$ cat src/rtl/lgpd_pkg.sv
// shared types and constants for the linear gradient pixel darkener
package lgpd_pkg;

	localparam int INDEX_BITS = 18;
	localparam int CHAN_BITS = 8;
	localparam int NUM_CHAN = 3;
	localparam int PROD_BITS = INDEX_BITS + CHAN_BITS;
	localparam int QUOT_BITS = CHAN_BITS;
	localparam int POS_BITS = $clog2(QUOT_BITS);

	localparam int IN_BITS = INDEX_BITS + 4 * CHAN_BITS;
	localparam int IN_TDATA_BITS = ((IN_BITS + 7) / 8) * 8;
	localparam int OUT_TDATA_BITS = 4 * CHAN_BITS;

	localparam int ADDR_BITS = 3;
	localparam int DATA_BITS = 32;

	localparam int CHAN_RED = 0;
	localparam int CHAN_GREEN = 1;
	localparam int CHAN_BLUE = 2;

	localparam logic [ADDR_BITS-3:0] REG_GRADIENT_AREA = '0;

	typedef struct packed {
		logic                                 pass;
		logic [NUM_CHAN-1:0][PROD_BITS-1:0]   rem;
		logic [NUM_CHAN-1:0][QUOT_BITS-1:0]   quo;
		logic [NUM_CHAN-1:0][CHAN_BITS-1:0]   color;
		logic [CHAN_BITS-1:0]                 alpha;
	} stage_t;

endpackage

$ cat src/rtl/lgpd_div_stage.sv
// one restoring division step for all color channels, with its pipeline register
module lgpd_div_stage (
	input  logic                                clk,
	input  logic                                arst_n,
	input  logic [lgpd_pkg::POS_BITS-1:0]       bit_pos,
	input  logic [lgpd_pkg::INDEX_BITS-1:0]     area,
	input  logic                                in_valid,
	output logic                                in_ready,
	input  lgpd_pkg::stage_t                    in_data,
	output logic                                out_valid,
	input  logic                                out_ready,
	output lgpd_pkg::stage_t                    out_data
);
	import lgpd_pkg::*;

	logic [PROD_BITS-1:0] div_sh;
	stage_t               step;
	logic                 valid_s1;
	stage_t               data_s1;

	assign div_sh = PROD_BITS'(area) << bit_pos;

	always_comb begin
		step = in_data;
		for (int c = 0; c < NUM_CHAN; c++) begin
			if (in_data.rem[c] >= div_sh) begin
				step.rem[c] = in_data.rem[c] - div_sh;
				step.quo[c][bit_pos] = 1'b1;
			end
		end
	end

	assign in_ready = !valid_s1 || out_ready;

	always_ff @(posedge clk or negedge arst_n) begin
		if (!arst_n) begin
			valid_s1 <= 1'b0;
		end else if (in_ready) begin
			valid_s1 <= in_valid;
		end
	end

	always_ff @(posedge clk) begin
		if (in_ready && in_valid) begin
			data_s1 <= step;
		end
	end

	assign out_valid = valid_s1;
	assign out_data = data_s1;
endmodule

$ cat src/rtl/linear_gradient_pixel_darkener_unit.sv
// top level of the linear gradient pixel darkener
// pipeline: one product stage,
// eight restoring division stages (one quotient bit each) and an output stage
// throughput: one pixel per cycle; each stage stalls only when full and blocked
// reset: arst_n clears all valid bits and sets gradient_area to zero
module linear_gradient_pixel_darkener_unit (
	input  logic                                   clk,
	input  logic                                   arst_n,
	input  logic                                   psel,
	input  logic                                   penable,
	input  logic                                   pwrite,
	input  logic [lgpd_pkg::ADDR_BITS-1:0]         paddr,
	input  logic [lgpd_pkg::DATA_BITS-1:0]         pwdata,
	output logic [lgpd_pkg::DATA_BITS-1:0]         prdata,
	output logic                                   pready,
	input  logic                                   s_tvalid,
	output logic                                   s_tready,
	// pixel_index, red_in, green_in, blue_in, alpha_in, zero fill
	input  logic [lgpd_pkg::IN_TDATA_BITS-1:0]     s_tdata,
	output logic                                   m_tvalid,
	input  logic                                   m_tready,
	// red_out, green_out, blue_out, alpha_out
	output logic [lgpd_pkg::OUT_TDATA_BITS-1:0]    m_tdata
);
	import lgpd_pkg::*;

	logic [INDEX_BITS-1:0] area_q;

	logic [INDEX_BITS-1:0] pixel_index;
	logic [CHAN_BITS-1:0]  alpha_in;
	logic [NUM_CHAN-1:0][CHAN_BITS-1:0] color_in;

	logic   valid_s1;
	stage_t data_s1;
	logic   ready_s1;

	logic   chain_valid [QUOT_BITS+1];
	logic   chain_ready [QUOT_BITS+1];
	stage_t chain_data  [QUOT_BITS+1];

	logic                 out_valid_q;
	logic [OUT_TDATA_BITS-1:0] out_data_q;
	logic                 out_ready;
	stage_t               last;
	logic [NUM_CHAN-1:0][CHAN_BITS-1:0] shaded;

	// configuration
	assign pready = 1'b1;
	assign prdata = DATA_BITS'(area_q);

	always_ff @(posedge clk or negedge arst_n) begin
		if (!arst_n) begin
			area_q <= '0;
		end else if (psel && penable && pwrite && pready &&
			paddr[ADDR_BITS-1:2] == REG_GRADIENT_AREA) begin
			area_q <= pwdata[INDEX_BITS-1:0];
		end
	end

	// input unpack
	assign pixel_index = s_tdata[INDEX_BITS-1:0];
	assign color_in[CHAN_RED]   = s_tdata[INDEX_BITS +: CHAN_BITS];
	assign color_in[CHAN_GREEN] = s_tdata[INDEX_BITS + CHAN_BITS +: CHAN_BITS];
	assign color_in[CHAN_BLUE]  = s_tdata[INDEX_BITS + 2 * CHAN_BITS +: CHAN_BITS];
	assign alpha_in             = s_tdata[INDEX_BITS + 3 * CHAN_BITS +: CHAN_BITS];

	// product stage
	assign s_tready = !valid_s1 || ready_s1;

	always_ff @(posedge clk or negedge arst_n) begin
		if (!arst_n) begin
			valid_s1 <= 1'b0;
		end else if (s_tready) begin
			valid_s1 <= s_tvalid;
		end
	end

	always_ff @(posedge clk) begin
		if (s_tready && s_tvalid) begin
			data_s1.pass  <= !(pixel_index < area_q && alpha_in != '0);
			data_s1.color <= color_in;
			data_s1.alpha <= alpha_in;
			data_s1.quo   <= '0;
			for (int c = 0; c < NUM_CHAN; c++) begin
				data_s1.rem[c] <= PROD_BITS'(color_in[c]) * PROD_BITS'(pixel_index);
			end
		end
	end

	assign chain_valid[0] = valid_s1;
	assign chain_data[0]  = data_s1;
	assign ready_s1       = chain_ready[0];

	// division stages, most significant quotient bit first
	for (genvar k = 0; k < QUOT_BITS; k++) begin : g_div
		lgpd_div_stage u_stage (
			.clk       (clk),
			.arst_n    (arst_n),
			.bit_pos   (POS_BITS'(QUOT_BITS - 1 - k)),
			.area      (area_q),
			.in_valid  (chain_valid[k]),
			.in_ready  (chain_ready[k]),
			.in_data   (chain_data[k]),
			.out_valid (chain_valid[k+1]),
			.out_ready (chain_ready[k+1]),
			.out_data  (chain_data[k+1])
		);
	end

	// output stage
	assign last = chain_data[QUOT_BITS];

	always_comb begin
		shaded[CHAN_RED]   = last.color[CHAN_RED]   - (last.quo[CHAN_RED]   >> 1);
		shaded[CHAN_GREEN] = last.color[CHAN_GREEN] - (last.quo[CHAN_GREEN] >> 1);
		shaded[CHAN_BLUE]  = last.color[CHAN_BLUE]  - (last.quo[CHAN_BLUE]  >> 2);
		if (last.pass) begin
			shaded = last.color;
		end
	end

	assign out_ready = !out_valid_q || m_tready;
	assign chain_ready[QUOT_BITS] = out_ready;

	always_ff @(posedge clk or negedge arst_n) begin
		if (!arst_n) begin
			out_valid_q <= 1'b0;
		end else if (out_ready) begin
			out_valid_q <= chain_valid[QUOT_BITS];
		end
	end

	always_ff @(posedge clk) begin
		if (out_ready && chain_valid[QUOT_BITS]) begin
			out_data_q <= {last.alpha, shaded[CHAN_BLUE], shaded[CHAN_GREEN],
				shaded[CHAN_RED]};
		end
	end

	assign m_tvalid = out_valid_q;
	assign m_tdata  = out_data_q;
endmodule

$ cat config.mk
export PLATFORM = sky130hd
export DESIGN_NAME = linear_gradient_pixel_darkener_unit
export DESIGN_NICKNAME = d
export VERILOG_FILES = /design/src/rtl/lgpd_pkg.sv /design/src/rtl/lgpd_div_stage.sv /design/src/rtl/linear_gradient_pixel_darkener_unit.sv
export SDC_FILE = /design/constraint.sdc
export NUM_CORES = 2
export LEC_CHECK = 0
export BUFFER_PORTS_ARGS = -buffer_cell sky130_fd_sc_hd__buf_2
export CAP_MARGIN = 20
export CORE_MARGIN = 2
export CORE_UTILIZATION = 55
export CTS_BUF_LIST = sky130_fd_sc_hd__clkbuf_16
export DETAILED_ROUTE_END_ITERATION = 6
export GPL_TIMING_DRIVEN = 1
export PLACE_DENSITY = 0.73
export SLEW_MARGIN = 20
export SYNTH_ARGS = -nofsm -noshare
export SYNTH_HDL_FRONTEND = slang
export SYNTH_SLANG_ARGS = --single-unit
$ cat constraint.sdc
create_clock -name clk -period 19.2 [get_ports clk]
set_input_delay 0 -clock clk [delete_from_list [all_inputs] [get_ports clk]]
set_output_delay 0 -clock clk [all_outputs]
set_load 0.01 [all_outputs]
==> flow_metrics.tcl <==
set metrics [dict create \
    grt_pass1_wl_um 223200 \
    relSlewSlack_pct 29.00 \
    power-per-cell-area_mw_per_mm2 176.0 \
    drtIter0Drc 3229 \
    syn-instance-count 5754 \
    yosys-top-cells-area "edfxtp_1 44%, ha_1 10%, fa_1 9.5%" \
    fin_nets 6882 \
    syn_area_per_cell_um2 11.28 \
    routed_wl_um 138800 \
    grt_pass1_vias 42030 \
    min_path_type "input port to flip-flop" \
    worstSetupPathType "input port to flip-flop" \
    die_area_mm2 0.1208 \
    path_cells "dlygate4sd3_1 > buf_2 > and2_1 > fa_1 > fa_1 > fa_1 > inv_1 > fa_1 > inv_1 > ha_1 > and2_1 > and3_1 > a211o_1 > a2111oi_0 > nor3_1 > a31o_2 > a31oi_1 > o21ai_0 > xor2_1" \
    cpPeakStageDelay_ns 0.54 \
    netlist_area_mm2 0.06491 \
    path_clk_slew_ns 0.06 \
    stdcell_count 7555 \
    cts-htree-levels 3 \
    p_clk_share_pct 15.3 \
    routedWlPerCell_um 18.37 \
    finalPower_mw 12.52 \
    yosys_warnings 0 \
    critPathMaxFanout 19 \
    synthFlopType "edfxtp_1" \
    globalRouteTotalUtil_pct 23.13 \
    synthAdderAreaFrac_pct 19.81 \
    clock_path_buffers 3 \
    cts_buffers 97 \
    leakage_nw 29.11 \
    cts.sinks 980 \
    p_sw_mw 4.958 \
    globalplace.congestion 0.8640 \
    pwr-share-comb_pct 52.6 \
    grt_max_degree 81 \
    cpMaxStageDelayCell "fa_1" \
    tns_ns 0 \
    ys_seq_elements 980 \
    worstPathRequired_ns 19.61 \
    antenna_found_initial 6 \
    synthXorXnorAreaFrac_pct 4.925 \
    vias 43178 \
    status "completed" \
    ys_async_sr_fraction_pct 2.857 \
    arrival_ns 5.78 \
    synth_cell_types 82 \
    rows 126 \
    numPortBuffers 127 \
    grtUsageMet1_pct 35.03 \
    finalSetupViolations 0 \
    ant_nets 0 \
    rsz0062_at_grt "no" \
    peakVddDrop_mv 0.08957 \
    hold_violations 0 \
    synth_compound_area_share_pct 11.71 \
    layout_setup_ws_ns 13.83 \
    grt-ovfl-total 0 \
    synth_edf_count 952 \
    insertion_delay_ns 0.68 \
    synthSimpleGateAreaFrac_pct 12.90 \
    die_w_um 347.5 \
    io_pins 165 \
    area_growth_pct 9.563 \
    tightest_slew_ns 1.060 \
    dp_cells 7322 \
    cp_common_cell "fa_1" \
    finalCritPeriodShare_pct 27.98 \
    internal_power_mw 7.558 \
    yosysMostFrequentCell "edfxtp_1" \
    ctsRootBufferMaster "clkbuf_16" \
    drv_cap 0 \
    grt_busiest_layer "met2" \
    start_kind "input port" \
    synth-seq-area-share_pct 45.12 \
    use_met3_pct 2.843 \
    drv_slew 0 \
    max_freq_ghz 0.1861 \
    start_util_pct 55.19 \
    end_kind "flip-flop" \
    hpwlAfterDp_um 96510 \
    drtPass1Iterations 5 \
    drc 0 \
    place_ws_ns 13.63 \
    synth.largest_area_cell "edfxtp_1" \
    use_met2_pct 35.12 \
    synth_top_area_share_pct 44.04 \
    synth_commonest_cells "952 x edfxtp_1, 535 x ha_1, 477 x inv_1" \
    drive_gt1_share_pct 7.958 \
    n_antenna_cell 0 \
    vias_per_cell 5.715 \
    dieHeight_um 347.5 \
    period_minus_slack_ns 5.373 \
    core-area_mm2 0.1176 \
    synth_top_family_by_area "adder cells" \
    cts_tree "done" \
    synth_mux_area_share_pct 1.798 \
    switching_share_pct 39.61 \
    finClkSkew_ns 0.02660 \
    seqPwrFrac_pct 32.0 \
]
[sequential cells by signal (all words and copies together) (netlist names)]
signal                   flops
m_tvalid                     1
area_q                      18
chain_data                 111
g_div.u_stage.out_valid      8
valid_s1                     1
g_div.u_stage.out_data     809
m_tdata                     32
[layout by cell type, fill, tap and decap left out, types with 21 or more instances in the layout]
cell | netlist | final
a211oi_1 | 30 | 30
a21o_1 | 138 | 138
a21oi_1 | 386 | 386
a31oi_1 | 32 | 32
and2_1 | 397 | 390
and3_1 | 32 | 32
buf_2 | 1 | 127
buf_4 | 15 | 42
clkbuf_16 | 0 | 97
dfrtp_1 | 28 | 27
dlygate4sd3_1 | 0 | 55
edfxtp_1 | 952 | 952
fa_1 | 308 | 308
ha_1 | 535 | 535
inv_1 | 477 | 491
mux2_2 | 85 | 85
mux2i_1 | 21 | 21
nand2_1 | 369 | 368
nand2b_1 | 90 | 90
nand3_1 | 64 | 64
nand4_1 | 50 | 50
nor2_1 | 309 | 308
nor2b_1 | 89 | 85
nor3_1 | 84 | 84
nor4_1 | 37 | 37
o211ai_1 | 27 | 27
o21a_1 | 55 | 54
o21ai_0 | 313 | 313
o21bai_1 | 35 | 35
o31a_1 | 22 | 22
o31ai_1 | 28 | 28
xnor2_1 | 213 | 213
xor2_1 | 152 | 152
[metal layers]
metal,share of wire [%],up-vias
met5,0,-
met4,2.7,0
met3,6.4,212
met2,43,1266
met1,48,20770
li1,-,20930
[logic make-up after synthesis]
kind of cell / Yosys count
XOR/XNOR: 365
AND/OR/NAND/NOR: 1618
other: 2
multiplexers: 106
flip-flops: 980
AO/OA/AOI/OAI: 1212
buffers and inverters: 628
adder cells (fa/ha/maj): 843
[metrics by stage]
stage	util (%)	hold WS [ns]	instance area, um^2
after floorplan	-	-0.2956	64960
after global placement	57.20	0.06041	67270
after detailed placement	57.20	0.07823	67270
after CTS	60.46	0.01346	71110
after global routing	60.47	0.03331	71120
final	60.47	0.05263	71120
[power groups by stage]
stage / logic (mW) / registers (mW) / clock network [mW]
after floorplan: 5.13 / 3.93 / 0
after global placement: 6.32 / 4.02 / 0
after detailed placement: 6.48 / 4.04 / 0
after CTS: 6.54 / 4.00 / 1.96
after global routing: 7.44 / 4.08 / 2.04
final: 6.59 / 4.01 / 1.92
[worst paths after layout]
check                                              start                              to  slack [ns]  cells after the start
max in group asynchronous                         arst_n                       area_q[1]       18.61                      4
max                                          s_tdata[31]                chain_data[1186]       13.83                     19
min in group asynchronous                         arst_n                        valid_s1        0.37                      4
max reg2reg                                    area_q[5]  g_div[4].u_stage.out_data[115]       14.99                     12
min reg2reg                g_div[4].u_stage.out_data[46]   g_div[5].u_stage.out_data[46]        0.40                      0
min                                          s_tdata[49]                chain_data[1087]        0.05                      2
[worst max-delay path, delay by kind of cell]
| kind | cells | cell delay, ns |
|---|---|---|
| fa+ha+maj | 5 | 2.36 |
| simple gates | 4 | 0.79 |
| compound gates | 5 | 1.41 |
| buf+inv | 4 | 1.04 |
| xor+xnor | 1 | 0.16 |
[layout make-up]
cell class | count | area, um^2
fillers | 9335 | 46490
clock inverters | 80 | 838.3
well taps | 1536 | 1922
repair buffers | 225 | 1521
multi-input cells | 4159 | 33330
inverters | 478 | 1794
clock buffers | 97 | 2427
flip-flops and latches | 980 | 29290
[what timing repair did]
| action | CTS | global route |
|---|---|---|
| resized for setup | 0 | 0 |
| buffers inserted | 0 | 0 |
| hold endpoints to repair | 87 | 0 |
| hold buffers | 56 | 0 |
Power figures use the tool's default switching activity.
